`src/hdl/bdcc_pkg.sv`:
```
`timescale 1ns / 1ps

package bdcc_pkg;

  // width of the press elapsed counter, saturating at all ones
  localparam int unsigned ElapsedBits = 17;

  localparam int unsigned CfgIdxBits  = 8;
  localparam int unsigned CfgDataBits = 16;

  localparam logic [CfgIdxBits-1:0] CFG_DEBOUNCE_COUNT   = 8'd0;
  localparam logic [CfgIdxBits-1:0] CFG_CLICK_LIMIT_MS   = 8'd1;
  localparam logic [CfgIdxBits-1:0] CFG_PRESSED_LEVEL    = 8'd2;
  localparam logic [CfgIdxBits-1:0] CFG_TICKS_PER_SECOND = 8'd3;

  localparam logic [7:0]  DEBOUNCE_COUNT_RST   = 8'd10;
  localparam logic [15:0] CLICK_LIMIT_MS_RST   = 16'd1000;
  localparam logic        PRESSED_LEVEL_RST    = 1'b0;
  localparam logic [9:0]  TICKS_PER_SECOND_RST = 10'd1000;
  // released level for the reset pressed level
  localparam logic        STABLE_LEVEL_RST     = 1'b1;

  typedef enum logic [1:0] {
    EV_NONE  = 2'd0,
    EV_PRESS = 2'd1,
    EV_CLICK = 2'd2,
    EV_LONG  = 2'd3
  } bdcc_event_e;

  typedef struct packed {
    logic [7:0]  debounce_count;
    logic [15:0] click_limit_ms;
    logic        pressed_level;
    logic [9:0]  ticks_per_second;
  } bdcc_cfg_t;

  typedef struct packed {
    logic                   stable_level;
    logic [7:0]             agree_count;
    logic                   press_tracked;
    logic [ElapsedBits-1:0] press_elapsed_ms;
    logic [9:0]             sub_second_ticks;
    logic [15:0]            held_second_count;
  } bdcc_state_t;

  typedef struct packed {
    bdcc_event_e event_res;
    logic [15:0] held_seconds;
    logic        is_pressed;
  } bdcc_res_t;

endpackage

```
`src/hdl/bdcc_step.sv`:
```
`timescale 1ns / 1ps

module bdcc_step (
  input  bdcc_pkg::bdcc_cfg_t   cfg_i,
  input  bdcc_pkg::bdcc_state_t state_i,
  input  logic                  raw_level_i,
  input  logic                  force_release_i,
  output bdcc_pkg::bdcc_state_t state_o,
  output bdcc_pkg::bdcc_res_t   res_o
);

  logic [7:0]                       agree_inc;
  logic [bdcc_pkg::ElapsedBits-1:0] elapsed_adv;
  logic [9:0]                       sub_inc;
  logic                             sec_roll;
  logic [9:0]                       sub_adv;
  logic [15:0]                      held_adv;
  logic                             tracked;
  logic                             pressed;
  bdcc_pkg::bdcc_state_t            st;
  bdcc_pkg::bdcc_event_e            ev;

  assign agree_inc = (state_i.agree_count == 8'hFF) ? state_i.agree_count
                                                     : state_i.agree_count + 8'd1;

  // press time advance, used on both the hold and the release tick
  assign elapsed_adv = (&state_i.press_elapsed_ms) ? state_i.press_elapsed_ms
                     : state_i.press_elapsed_ms + bdcc_pkg::ElapsedBits'(1);
  assign sub_inc  = state_i.sub_second_ticks + 10'd1;
  assign sec_roll = (sub_inc >= cfg_i.ticks_per_second);
  assign sub_adv  = sec_roll ? 10'd0 : sub_inc;
  assign held_adv = (sec_roll && state_i.held_second_count != 16'hFFFF)
                  ? state_i.held_second_count + 16'd1 : state_i.held_second_count;

  always_comb begin
    st = state_i;
    ev = bdcc_pkg::EV_NONE;

    if (raw_level_i != state_i.stable_level) begin
      if (agree_inc >= cfg_i.debounce_count) begin
        st.stable_level = raw_level_i;
        st.agree_count  = 8'd0;
      end else begin
        st.agree_count = agree_inc;
      end
    end else begin
      st.agree_count = 8'd0;
    end

    tracked = state_i.press_tracked & ~force_release_i;
    pressed = (st.stable_level == cfg_i.pressed_level);
    st.press_tracked = tracked;

    if (!pressed) begin
      if (tracked) begin
        if (elapsed_adv < bdcc_pkg::ElapsedBits'(cfg_i.click_limit_ms)) begin
          ev = bdcc_pkg::EV_CLICK;
        end
        st.press_tracked     = 1'b0;
        st.press_elapsed_ms  = '0;
        st.sub_second_ticks  = 10'd0;
        st.held_second_count = 16'd0;
      end
    end else if (!tracked) begin
      st.press_tracked     = 1'b1;
      st.press_elapsed_ms  = '0;
      st.sub_second_ticks  = 10'd0;
      st.held_second_count = 16'd0;
      ev = bdcc_pkg::EV_PRESS;
    end else begin
      st.press_elapsed_ms  = elapsed_adv;
      st.sub_second_ticks  = sub_adv;
      st.held_second_count = held_adv;
      ev = (elapsed_adv > bdcc_pkg::ElapsedBits'(cfg_i.click_limit_ms))
         ? bdcc_pkg::EV_LONG : bdcc_pkg::EV_PRESS;
    end
  end

  assign state_o            = st;
  assign res_o.event_res    = ev;
  assign res_o.held_seconds = st.press_tracked ? st.held_second_count : 16'd0;
  assign res_o.is_pressed   = pressed;

endmodule

```
`src/hdl/button_debounce_click_classifier.sv`:
```
`timescale 1ns / 1ps
// a sample in the input register reaches out_valid_o via the result register
// throughput: one sample per cycle when not stalled; input and result registers
// advance together whenever the result register is empty or being taken
// reset: asynchronous, active low; config, valid and state registers return to
// their defaults: debounced level to released, all press counters to zero
module button_debounce_click_classifier (
  input  logic                                clk_i,
  input  logic                                rst_ni,
  input  logic                                in_valid_i,
  output logic                                in_stall_o,
  input  logic                                raw_level_i,
  input  logic                                force_release_i,
  output logic                                out_valid_o,
  input  logic                                out_stall_i,
  output logic [1:0]                          event_res_o,
  output logic [15:0]                         held_seconds_o,
  output logic                                is_pressed_o,
  input  logic                                cfg_valid_i,
  output logic                                cfg_ready_o,
  input  logic [bdcc_pkg::CfgIdxBits-1:0]     cfg_index_i,
  input  logic [bdcc_pkg::CfgDataBits-1:0]    cfg_data_i
);

  bdcc_pkg::bdcc_cfg_t   cfg_q;
  bdcc_pkg::bdcc_state_t state_q, state_d;
  bdcc_pkg::bdcc_res_t   res_d, res_q;

  logic in_vld_q;
  logic raw_q;
  logic force_q;
  logic out_vld_q;
  logic advance;
  logic in_take;

  assign cfg_ready_o = 1'b1;

  always_ff @(posedge clk_i or negedge rst_ni) begin
    if (!rst_ni) begin
      cfg_q.debounce_count   <= bdcc_pkg::DEBOUNCE_COUNT_RST;
      cfg_q.click_limit_ms   <= bdcc_pkg::CLICK_LIMIT_MS_RST;
      cfg_q.pressed_level    <= bdcc_pkg::PRESSED_LEVEL_RST;
      cfg_q.ticks_per_second <= bdcc_pkg::TICKS_PER_SECOND_RST;
    end else if (cfg_valid_i) begin
      case (cfg_index_i)
        bdcc_pkg::CFG_DEBOUNCE_COUNT:   cfg_q.debounce_count   <= cfg_data_i[7:0];
        bdcc_pkg::CFG_CLICK_LIMIT_MS:   cfg_q.click_limit_ms   <= cfg_data_i[15:0];
        bdcc_pkg::CFG_PRESSED_LEVEL:    cfg_q.pressed_level    <= cfg_data_i[0];
        bdcc_pkg::CFG_TICKS_PER_SECOND: cfg_q.ticks_per_second <= cfg_data_i[9:0];
        default: ;
      endcase
    end
  end

  // result register free, so the held sample moves on
  assign advance    = ~out_vld_q | ~out_stall_i;
  assign in_take    = in_vld_q & advance;
  assign in_stall_o = in_vld_q & ~advance;

  always_ff @(posedge clk_i or negedge rst_ni) begin
    if (!rst_ni) begin
      in_vld_q <= 1'b0;
    end else if (!in_stall_o) begin
      in_vld_q <= in_valid_i;
    end
  end

  always_ff @(posedge clk_i) begin
    if (in_valid_i && !in_stall_o) begin
      raw_q   <= raw_level_i;
      force_q <= force_release_i;
    end
  end

  bdcc_step u_step (
    .cfg_i           (cfg_q),
    .state_i         (state_q),
    .raw_level_i     (raw_q),
    .force_release_i (force_q),
    .state_o         (state_d),
    .res_o           (res_d)
  );

  always_ff @(posedge clk_i or negedge rst_ni) begin
    if (!rst_ni) begin
      state_q.stable_level      <= bdcc_pkg::STABLE_LEVEL_RST;
      state_q.agree_count       <= 8'd0;
      state_q.press_tracked     <= 1'b0;
      state_q.press_elapsed_ms  <= '0;
      state_q.sub_second_ticks  <= 10'd0;
      state_q.held_second_count <= 16'd0;
    end else if (in_take) begin
      state_q <= state_d;
    end
  end

  always_ff @(posedge clk_i or negedge rst_ni) begin
    if (!rst_ni) begin
      out_vld_q <= 1'b0;
    end else if (advance) begin
      out_vld_q <= in_vld_q;
    end
  end

  always_ff @(posedge clk_i) begin
    if (in_take) begin
      res_q <= res_d;
    end
  end

  assign out_valid_o    = out_vld_q;
  assign event_res_o    = res_q.event_res;
  assign held_seconds_o = res_q.held_seconds;
  assign is_pressed_o   = res_q.is_pressed;

`ifndef SYNTHESIS
  // a click is only reported on the release tick
  a_click_released: assert property (@(posedge clk_i) disable iff (!rst_ni)
    out_vld_q && res_q.event_res == bdcc_pkg::EV_CLICK |-> !res_q.is_pressed)
    else $error("click reported while pressed");

  a_long_pressed: assert property (@(posedge clk_i) disable iff (!rst_ni)
    out_vld_q && res_q.event_res == bdcc_pkg::EV_LONG |-> res_q.is_pressed)
    else $error("long press reported while released");

  a_released_no_secs: assert property (@(posedge clk_i) disable iff (!rst_ni)
    out_vld_q && !res_q.is_pressed |-> res_q.held_seconds == 16'd0)
    else $error("held seconds nonzero while released");

  // a sample held in the input register while the result is stalled stays put
  a_in_hold: assert property (@(posedge clk_i) disable iff (!rst_ni)
    in_vld_q && !advance |=> in_vld_q && $stable(raw_q) && $stable(force_q))
    else $error("input register lost a stalled sample");

  a_state_hold: assert property (@(posedge clk_i) disable iff (!rst_ni)
    !in_take |=> $stable(state_q))
    else $error("state changed without a sample");
`endif

endmodule
```
`config.mk`:
```
export PLATFORM = sky130hd
export DESIGN_NAME = button_debounce_click_classifier
export DESIGN_NICKNAME = d
export VERILOG_FILES = /design/src/hdl/bdcc_pkg.sv /design/src/hdl/bdcc_step.sv /design/src/hdl/button_debounce_click_classifier.sv
export SDC_FILE = /design/constraint.sdc
export NUM_CORES = 1
export LEC_CHECK = 0
export ABC_CLOCK_PERIOD_IN_PS = 3630
export BUFFER_PORTS_ARGS = -buffer_cell sky130_fd_sc_hd__buf_2
export CAP_MARGIN = 20
export CELL_PAD_IN_SITES_DETAIL_PLACEMENT = 1
export CELL_PAD_IN_SITES_GLOBAL_PLACEMENT = 1
export CORE_AREA = 2 2 118 166
export DETAILED_ROUTE_END_ITERATION = 16
export DIE_AREA = 0 0 120 168
export GPL_TIMING_DRIVEN = 1
export PLACE_DENSITY = 0.69
export SLEW_MARGIN = 10
export SYNTH_ARGS = -nofsm -noshare
export SYNTH_HDL_FRONTEND = slang
export SYNTH_SLANG_ARGS = --single-unit
```
`constraint.sdc`:
```
create_clock -name clk_i -period 3.63 [get_ports clk_i]
set_input_delay 0.363 -clock clk_i [delete_from_list [all_inputs] [get_ports clk_i]]
set_output_delay 0.363 -clock clk_i [all_outputs]
set_load 0.1 [all_outputs]
```
==> results.toml, run 1 <==
[global_routing]
grt_start_max_net_pins = 45
antenna_found_initial = 0
grt_pass1_vias = 5561
grt_util_all_layers = 0.174
grt_pass1_wl_mm = 27.8
grt_remaining_overflow = 0

[critical_path]
crit_start = "state_q[49]$_DFFE_PN0P_"
crit_family = "buffers and inverters"
cp.depth = 15
reg2regPathDepth = 15
r2r-start = "state_q[49]$_DFFE_PN0P_"
required_ns = 3.91
slowest_stage = "a2111oi_4"
cp_slowest_stage_delay_ns = 0.45
cp_max_fo = 7
cp-start-kind = "register"
critPathCaptureType = "register"
cp.arrival_ns = 3.76
cp_cell_sequence = "and4_4, nand4_1, buf_4, mux2i_2, inv_1, ha_1, a2111oi_4, buf_4, nor3_2, nor3_4, buf_12, mux2i_2, buf_2, a21oi_1, o22ai_1"
critical_path_class = "register to register"
path_buf_inv = 5

[placed_design]
post-dp-hpwl_mm = 12.5
place.gp.congestion = 0.831
numPortBuffers = 51
placed_cell_area_sq_um = 7130

[cts]
clock-sinks = 110
cts_buffer_depth = 2
cts-buffers-inserted = 9
htree_levels = 3
path_clk_slew_ns = 0.08
clock_latency_ns = 0.37
cts_root_buffer = "clkbuf_16"
ctsHoldBuffers = 0
cts_tree = "built"

[power]
swShare = 0.309
comb_power_share = 0.207
pwr-share-seq = 0.436
power_uw = 3260
power_density_nw_per_um2 = 422
vdd_drop_max_v = 0.000231
p_switching_uw = 1010
p_int_uw = 2250
p_clk_frac = 0.357
p_leak_uw = 0.00357

[finish]
stdcell_area_sq_um = 7730
nets = 818
diodes = 0
syn_to_final_growth_pct = 20.4
drive_gt1_frac = 0.229

[synth]
synth_common_cells = "75 x dfrtp_1, 72 x nand2_1, 61 x inv_1"
netlist_instances = 669
ys_top_cells_by_area = "dfrtp_1 29%, edfxtp_1 9.4%, ha_1 7.4%"
yosysWarningCount = 0
syn_area_sq_um = 6420
synth_cell_type_count = 66
synth_top_area_frac = 0.293
yosysSeqAreaShare = 0.448
syn_nets = 738
synth_ff_type = "dfrtp_1"
synth-async-reset-ratio = 0.818
synth_edf_count = 20
syn_avg_cell_area_sq_um = 9.59
yosysMostFrequentCell = "dfrtp_1"
yosys_register_bits = 110
yosysTopAreaCell = "dfrtp_1"

[timing]
relSlewSlack = 0.305
max_slew.worst_pin.slew_ns = 1.04
timing.fmax_mhz = 287
setup_viol = 0
fin_crit_ns = 3.48
drv_slew = 0
skew_ns = 0.00916
finalHoldViolCount = 0
timing.final.crit_share = 0.960
tns_ns = 0

[drt]
routed_via_density = 5.29
drtIter0Drc = 184
route.vias.total = 5298
drt_drc_violations_left = 0
drt_first_pass_iters = 4
totalWireLength_mm = 17.3
wl_per_cell_um = 17.3
postRouteAntennaNets = 0

[run_status]
outcome = "complete, no violations"

[floorplanning]
die_width_um = 120
fp.coreArea_sq_um = 18800
fp-row-count = 60
dieArea_sq_um = 20200
die_y_um = 168
initial_core_util = 0.341
top_level_ports = 53

[worst_hold_path]
hp-class = "input pin to asynchronous set/reset pin"

[job]
maxCapViolCount = 0
==> worst paths after layout <==
path	to	slack (ns)
hold / removal	state_q[13]$_DFFE_PN0P_	0.002
setup / recovery	state_q[3]$_DFFE_PN0P_	0.15
setup reg to reg	state_q[3]$_DFFE_PN0P_	0.15
max in group asynchronous	cfg_q[5]$_DFFE_PN1P_	2.78
hold reg to reg	out_valid_o$_DFFE_PN0N_	0.51
min in group clk_i	force_q$_DFFE_PP_	0.17
==> layout by cell type (no fill, tap or decap), types with 9 or more instances in the layout <==
cell       instances
a21oi_1           27
and3_1             9
buf_2             51
buf_4             33
clkbuf_16         12
dfrtp_1           74
dfstp_2           15
edfxtp_1          20
ha_1              37
inv_1             61
mux2_2            16
nand2_1           71
nand3_1           37
nand4_1           19
nor2_1            33
o21ai_0           51
or3_1             18
xnor2_1           19
xor2_1            17
==> area by class of cell <==
cell class | count | area (sq um)
Tap cell | 248 | 310
Fill cell | 2155 | 11100
Sequential cell | 110 | 2870
Clock inverter | 3 | 41.3
Timing Repair Buffer | 89 | 589
Multi-Input combinational cell | 477 | 3370
Clock buffer | 13 | 314
Inverter | 62 | 233
==> per-stage QoR <==
step                cells  setup WS [ns]  utilization  hold slack [ns]
floorplan             669          0.152            -           0.0674
global placement      977         0.0816        0.378            0.426
detailed placement    977        -0.0110        0.378            0.425
CTS                   994       0.000228        0.398           0.0281
global route         1002        -0.0870        0.410           0.0474
finish               1002          0.146        0.410          0.00226
==> power by group through the flow <==
stage	registers [uW]	clock network, uW	logic [uW]
2_1_floorplan	1560	0	317
3_3_place_gp	1440	0	607
5_1_grt	1430	1230	740
3_5_place_dp	1450	0	630
6_report	1420	1160	676
4_1_cts	1420	1190	633
==> cells by family (layout without fill, tap and decap cells) <==
kind of cell / Yosys count / in the layout / synth area share
flip-flops: 110 / 110 / 0.448
multiplexers: 25 / 25 / 0.0425
buffers and inverters: 83 / 167 / 0.0530
AO/OA/AOI/OAI: 141 / 141 / 0.143
adder cells (fa/ha/maj): 38 / 38 / 0.0741
AND/OR/NAND/NOR: 233 / 234 / 0.188
other: 1 / 1 / 0.000584
XOR/XNOR: 38 / 38 / 0.0519
==> timing repair <==
item	CTS	global route
gates cloned	0	2
pin swaps	0	7
setup buffers	1	6
endpoints found under the setup margin	4	64
gates resized for setup	2	35
==> state kept, by name (all words and copies together), names as in the netlist <==
| signal | count |
|---|---|
| state_q | 53 |
| cfg_q | 35 |
| held_seconds_o | 16 |
| event_res_o | 2 |
| force_q | 1 |
| in_vld_q | 1 |
| out_valid_o | 1 |
| raw_q | 1 |
==> metal layers <==
metal	up-vias	routed length, um	global-route usage	part of all wire
li1	2538	-	-	-
met1	2641	7280	0.200	0.42
met2	90	9120	0.318	0.53
met3	29	432	0.0241	0.025
met4	0	480	0.0783	0.028
met5	-	0	0	0
Note: power is estimated with default switching activity, not from simulation.
==> run 2: changes to the inputs <==
ABC_AREA = 1   (was not set)
CORE_AREA = 2 2 119 167   (was 2 2 118 166)
DIE_AREA = 0 0 121 169   (was 0 0 120 168)
PLACE_DENSITY = 0.71   (was 0.69)
==> results.toml, run 2 <==
[floorplanning]
fp-row-count = 60
dieArea_sq_um = 20400
die_width_um = 121
die_y_um = 169
fp.coreArea_sq_um = 19000
initial_core_util = 0.343
top_level_ports = 53

[worst_hold_path]
hp-class = "input pin to asynchronous set/reset pin"

[drt]
drt_drc_violations_left = 0
totalWireLength_mm = 16.6
postRouteAntennaNets = 0
drt_first_pass_iters = 4
drtIter0Drc = 187
route.vias.total = 5428
routed_via_density = 4.82
wl_per_cell_um = 14.7

[power]
power_density_nw_per_um2 = 480
vdd_drop_max_v = 0.000322
p_leak_uw = 0.00374

[synth]
synth_cell_type_count = 40
syn_area_sq_um = 6520
yosysTopAreaCell = "dfrtp_1"
yosysSeqAreaShare = 0.441
yosysMostFrequentCell = "nand2_1"
ys_top_cells_by_area = "dfrtp_1 29%, nand2_1 14%, edfxtp_1 9.2%"
yosysWarningCount = 0
syn_nets = 891
synth-async-reset-ratio = 0.818
yosys_register_bits = 110
synth_edf_count = 20
netlist_instances = 822
syn_avg_cell_area_sq_um = 7.93
synth_top_area_frac = 0.288
synth_common_cells = "242 x nand2_1, 108 x inv_1, 75 x dfrtp_1"
synth_ff_type = "dfrtp_1"

[global_routing]
grt_util_all_layers = 0.173
grt_start_max_net_pins = 50
grt_pass1_wl_mm = 27.8
grt_remaining_overflow = 0
antenna_found_initial = 0
grt_pass1_vias = 5696

[finish]
drive_gt1_frac = 0.140
layout_common_cells = "242 x nand2_1, 108 x inv_1, 75 x dfrtp_1, 66 x nand3_1, 52 x nor2_1"
stdcell_area_sq_um = 7400
top_register = "state_q"
syn_to_final_growth_pct = 13.6
largest_reg_flops = 53
final_common_cell = "nand2_1"
nets = 943
diodes = 0

[cts]
path_clk_slew_ns = 0.08
cts_tree = "built"
cts_root_buffer = "clkbuf_16"
cts-buffers-inserted = 9
cts_buffer_depth = 2
htree_levels = 3
clock_latency_ns = 0.36
clock-sinks = 110

[placed_design]
place.gp.congestion = 0.811
post-dp-hpwl_mm = 12.5
numPortBuffers = 51
placed_cell_area_sq_um = 7050

[timing]
grt_setup_unrepaired = "no"
tns_ns = 0
finalHoldViolCount = 0
timing.fmax_mhz = 310
timing.final.crit_share = 0.887
relSlewSlack = 0.352
drv_slew = 0
max_slew.worst_pin.slew_ns = 0.970
setup_viol = 0
fin_crit_ns = 3.22
skew_ns = 0.0115

[critical_path]
cp_max_fo = 18
critical_path_class = "register to register"
critPathCaptureType = "register"
required_ns = 3.92
cp.arrival_ns = 3.51
cp-start-kind = "register"
r2r_slack_ns = 0.41

[run_status]
outcome = "complete, no violations"

[job]
maxCapViolCount = 0
==> run 2: cell families (layout without fill, tap and decap cells) <==
logic type | Yosys count | count (layout) | share of synthesized area
AND/OR/NAND/NOR | 413 | 413 | 0.273
buffers and inverters | 136 | 193 | 0.0885
flip-flops | 110 | 110 | 0.441
AO/OA/AOI/OAI | 85 | 85 | 0.0712
adder cells (fa/ha/maj) | 38 | 38 | 0.0730
XOR/XNOR | 38 | 38 | 0.0511
other | 1 | 1 | 0.000575
multiplexers | 1 | 1 | 0.00154
==> run 2: what timing repair did <==
action / 4_1_cts / 5_1_grt
setup endpoints to repair: 0 / 54
hold buffers: 0 / 0
resized for setup: 0 / 7
buffers inserted: 0 / 3
==> run 2: per-layer routing <==
| metal | share of wire | vias to the layer above | GRT usage |
|---|---|---|---|
| met5 | 0 | - | 0 |
| met4 | 0.015 | 0 | 0.0667 |
| met3 | 0.020 | 12 | 0.0226 |
| met2 | 0.55 | 57 | 0.323 |
| met1 | 0.42 | 2627 | 0.197 |
| li1 | - | 2732 | - |
==> run 2: final cells by class <==
type	instances	area [sq um]
fill	2356	11600
multi-input combinational	576	3100
sequential	110	2870
inverter	112	420
timing repair buffer	65	400
tap	248	310
clock buffer	9	225
clock inverter	7	72.6
==> run 2: worst paths after layout <==
kind                                         start                 endpoint  cells after the start
min in group clk_i                     raw_level_i          raw_q$_DFFE_PP_                      1
max                        state_q[44]$_DFFE_PN0P_  state_q[32]$_DFFE_PN0P_                     23
min reg2reg                   in_vld_q$_DFFE_PN0N_  out_valid_o$_DFFE_PN0N_                      2
max reg2reg                state_q[44]$_DFFE_PN0P_  state_q[32]$_DFFE_PN0P_                     23
min                                         rst_ni  state_q[38]$_DFFE_PN0P_                      1
max in group asynchronous                   rst_ni     cfg_q[7]$_DFFE_PN1P_                      2
==> run 2: critical path, stage by stage, from the launching register on <==
cell	delay [ns]
dfrtp_1	0.39
ha_1	0.20
nand3_1	0.10
nor2_1	0.10
inv_1	0.06
nor2_1	0.09
nand2_1	0.08
nor2_2	0.15
nor2_1	0.09
nand2_1	0.07
xor2_1	0.18
inv_1	0.06
ha_1	0.29
a21oi_1	0.15
o21a_1	0.18
nand2_2	0.09
nand2_1	0.09
nand3_2	0.13
nand2_8	0.12
nand2_4	0.05
nand2_4	0.15
buf_12	0.18
nand2_1	0.06
nand2_1	0.06
==> run 2: where the power goes <==
group          switching [uW]  internal, uW  total, uW
sequential               63.8          1360       1420
combinational             794           310       1100
clock                     486           539       1030
==> run 2: through the flow <==
step / total power [uW] / worst slack, ns / hold slack, ns / std cells / utilization
global placement: 2480 / 0.298 / 0.451 / 1108 / 0.371
detailed placement: 2500 / 0.188 / 0.456 / 1108 / 0.371
CTS: 3540 / 0.164 / 0.0599 / 1124 / 0.387
global route: 3760 / 0.0293 / 0.0809 / 1127 / 0.390
finish: 3550 / 0.408 / 0.0412 / 1127 / 0.390
floorplan: 2230 / 0.638 / 0.0674 / 822 / -
==> run 3: changes to the inputs <==
ABC_CLOCK_PERIOD_IN_PS = 2600   (was 3630)
BUFFER_PORTS_ARGS = not set   (was -buffer_cell sky130_fd_sc_hd__buf_2)
CTS_CLUSTER_SIZE = 40   (was not set)
DONT_BUFFER_PORTS = 1   (was not set)
PLACE_DENSITY = 0.68   (was 0.71)
clock period = 2.6 ns   (was 3.63 ns; I/O delays follow)
==> results.toml, run 3 (same netlist as run 2, synthesis figures left out) <==
[cts]
cts_buffer_depth = 2
cts-buffers-inserted = 9
clock_latency_ns = 0.36
path_clk_slew_ns = 0.08
cts_root_buffer = "clkbuf_16"
clock-sinks = 110
cts_tree = "built"
htree_levels = 3

[timing]
skew_ns = 0.0157
max_slew.worst_pin.slew_ns = 0.928
finalHoldViolCount = 0
relSlewSlack = 0.383
timing.final.crit_share = 1.26
fin_crit_ns = 3.28
grt_setup_unrepaired = "yes"
setup_viol = 71
timing.fmax_mhz = 305
setup_ws_ns = -0.676
drv_slew = 0

[finish]
drive_gt1_frac = 0.264
final_cell_count_no_fill = 1200
diodes = 0
stdcell_area_sq_um = 8570
top_register = "state_q"
largest_reg_flops = 53
layout_common_cells = "231 x nand2_1, 117 x buf_4, 102 x inv_1, 75 x dfrtp_1, 48 x nand3_1"
final_common_cell = "nand2_1"
syn_to_final_growth_pct = 31.6
nFillCells = 2273
nets = 1016

[power]
swShare = 0.384
p_int_uw = 3430
p_switching_uw = 2130
p_leak_uw = 0.00423
pwr-share-seq = 0.390
power_density_nw_per_um2 = 649
p_clk_frac = 0.239
comb_power_share = 0.371
vdd_drop_max_v = 0.000337
power_uw = 5570

[critical_path]
cp-start-kind = "register"
cp_common_cell = "nor2_4"
cp_slowest_stage_delay_ns = 0.37
crit_family = "simple AND/OR/NAND/NOR gates"
critPathCaptureType = "register"
slowest_stage = "dfrtp_1"
critical_path_class = "register to register"
r2r_slack_ns = -0.68
cp.arrival_ns = 3.57
required_ns = 2.89
cp_max_fo = 8
path_buf_inv = 4
cp_cell_sequence = "ha_2, nand3_2, nor2_2, inv_2, nor2_2, nand2_2, nor2_4, nor2_4, nand2_2, xor2_2, inv_2, ha_4, a21oi_2, o21a_4, nand2_4, nand2_4, nand3_4, nand2_8, nor2_4, buf_12, clkbuf_16, nand3b_1, nand2_1"

[drt]
totalWireLength_mm = 19.6
routed_via_density = 4.84
postRouteAntennaNets = 0
route.vias.total = 5811
drtIter0Drc = 242
drt_first_pass_iters = 4
wl_per_cell_um = 16.3
drt_drc_violations_left = 0

[global_routing]
grt.busiest_layer = "met2"
grt_start_max_net_pins = 91
antenna_found_initial = 0
grt_remaining_overflow = 0
grt_util_all_layers = 0.195
grt_pass1_vias = 6216
grt.met2_usage = 0.361
grtUsageMet1 = 0.234
grt_pass1_wl_mm = 31.5
use_met3 = 0.0303

[floorplanning]
die_width_um = 121
initial_core_util = 0.343
dieArea_sq_um = 20400
top_level_ports = 53
fp-row-count = 60
die_y_um = 169
fp.coreArea_sq_um = 19000

[placed_design]
numPortBuffers = 0
post-place-ws_ns = -0.508
placed_cell_area_sq_um = 7570
place.gp.congestion = 0.800
post-dp-hpwl_mm = 13.2
dp_cells = 1151

[worst_hold_path]
hp-class = "input pin to register"

[run_status]
violations = "negative setup slack"
outcome = "finished, violations left"

[job]
maxCapViolCount = 0
[run 3: cell count changes in the layout (fill, tap and decap cells not counted), sizes merged]
cell,previous run,this run
clkinvlp,0,1
dlygate4sd3,0,3
inv,113,115
buf,65,133
clkbuf,9,14
clkinv,5,0
bufinv,1,0
[run 3: worst paths after layout]
kind | startpoint | to | depth (start not counted)
max in group asynchronous | rst_ni | state_q[52]$_DFFE_PN1P_ | 2
min in group asynchronous | rst_ni | state_q[14]$_DFFE_PN0P_ | 2
setup reg to reg | state_q[45]$_DFFE_PN0P_ | state_q[0]$_DFFE_PN0P_ | 23
hold / removal | cfg_data_i[8] | cfg_q[19]$_DFFE_PN1P_ | 2
hold reg to reg | cfg_q[19]$_DFFE_PN1P_ | cfg_q[19]$_DFFE_PN1P_ | 2
setup / recovery | state_q[45]$_DFFE_PN0P_ | state_q[0]$_DFFE_PN0P_ | 23
[run 3: area by class of cell]
cell class	count	area (sq um)	share of cell area
inverter	112	425	0.0496
sequential	110	2870	0.335
clock inverter	4	31.3	0.00365
timing repair buffer	138	1260	0.147
clock buffer	12	236	0.0276
multi-input combinational	576	3440	0.401
tap	248	310	0.0362
[run 3: worst reg2reg max path: stages (launching register included)]
cell and delay, ns:
dfrtp_1 0.37, ha_2 0.20, nand3_2 0.09, nor2_2 0.13, inv_2 0.06, nor2_2 0.11, nand2_2 0.09, nor2_4 0.19
nor2_4 0.06, nand2_2 0.08, xor2_2 0.19, inv_2 0.07, ha_4 0.28, a21oi_2 0.07, o21a_4 0.24, nand2_4 0.09
nand2_4 0.06, nand3_4 0.11, nand2_8 0.09, nor2_4 0.16, buf_12 0.14, clkbuf_16 0.17, nand3b_1 0.08, nand2_1 0.07
[run 3: metal layers]
metal | wire (um) | vias to the layer above | share of wire
met5 | 0 | - | 0
met4 | 261 | 0 | 0.013
met3 | 462 | 15 | 0.024
met2 | 10600 | 73 | 0.54
met1 | 8210 | 2833 | 0.42
li1 | - | 2890 | -
[run 3: what timing repair did]
item                                    CTS  global route
cloned                                    2             3
hold endpoints to repair                 92             0
pin swaps                                 9            35
hold buffers                              4             0
endpoints found under the setup margin   70            71
buffers inserted                         21             4
gates resized for setup                  35            57
[run 3: power groups by stage]
stage / clock network [uW] / logic [uW] / registers [uW]
2_1_floorplan: 0 / 899 / 2240
3_3_place_gp: 0 / 1480 / 2200
3_5_place_dp: 0 / 1510 / 2200
4_1_cts: 1380 / 1780 / 2170
5_1_grt: 1440 / 2240 / 2190
6_report: 1330 / 2060 / 2170
[run 3: per-stage QoR]
step / TNS (ns) / utilization / hold slack, ns
after floorplan: -14.63 / - / -0.0356
after global placement: -25.05 / 0.398 / -0.0280
after detailed placement: -30.44 / 0.398 / -0.0279
after CTS: -29.90 / 0.435 / 0.0247
after global routing: -53.35 / 0.451 / 0.0511
final: -40.51 / 0.451 / 0.0450
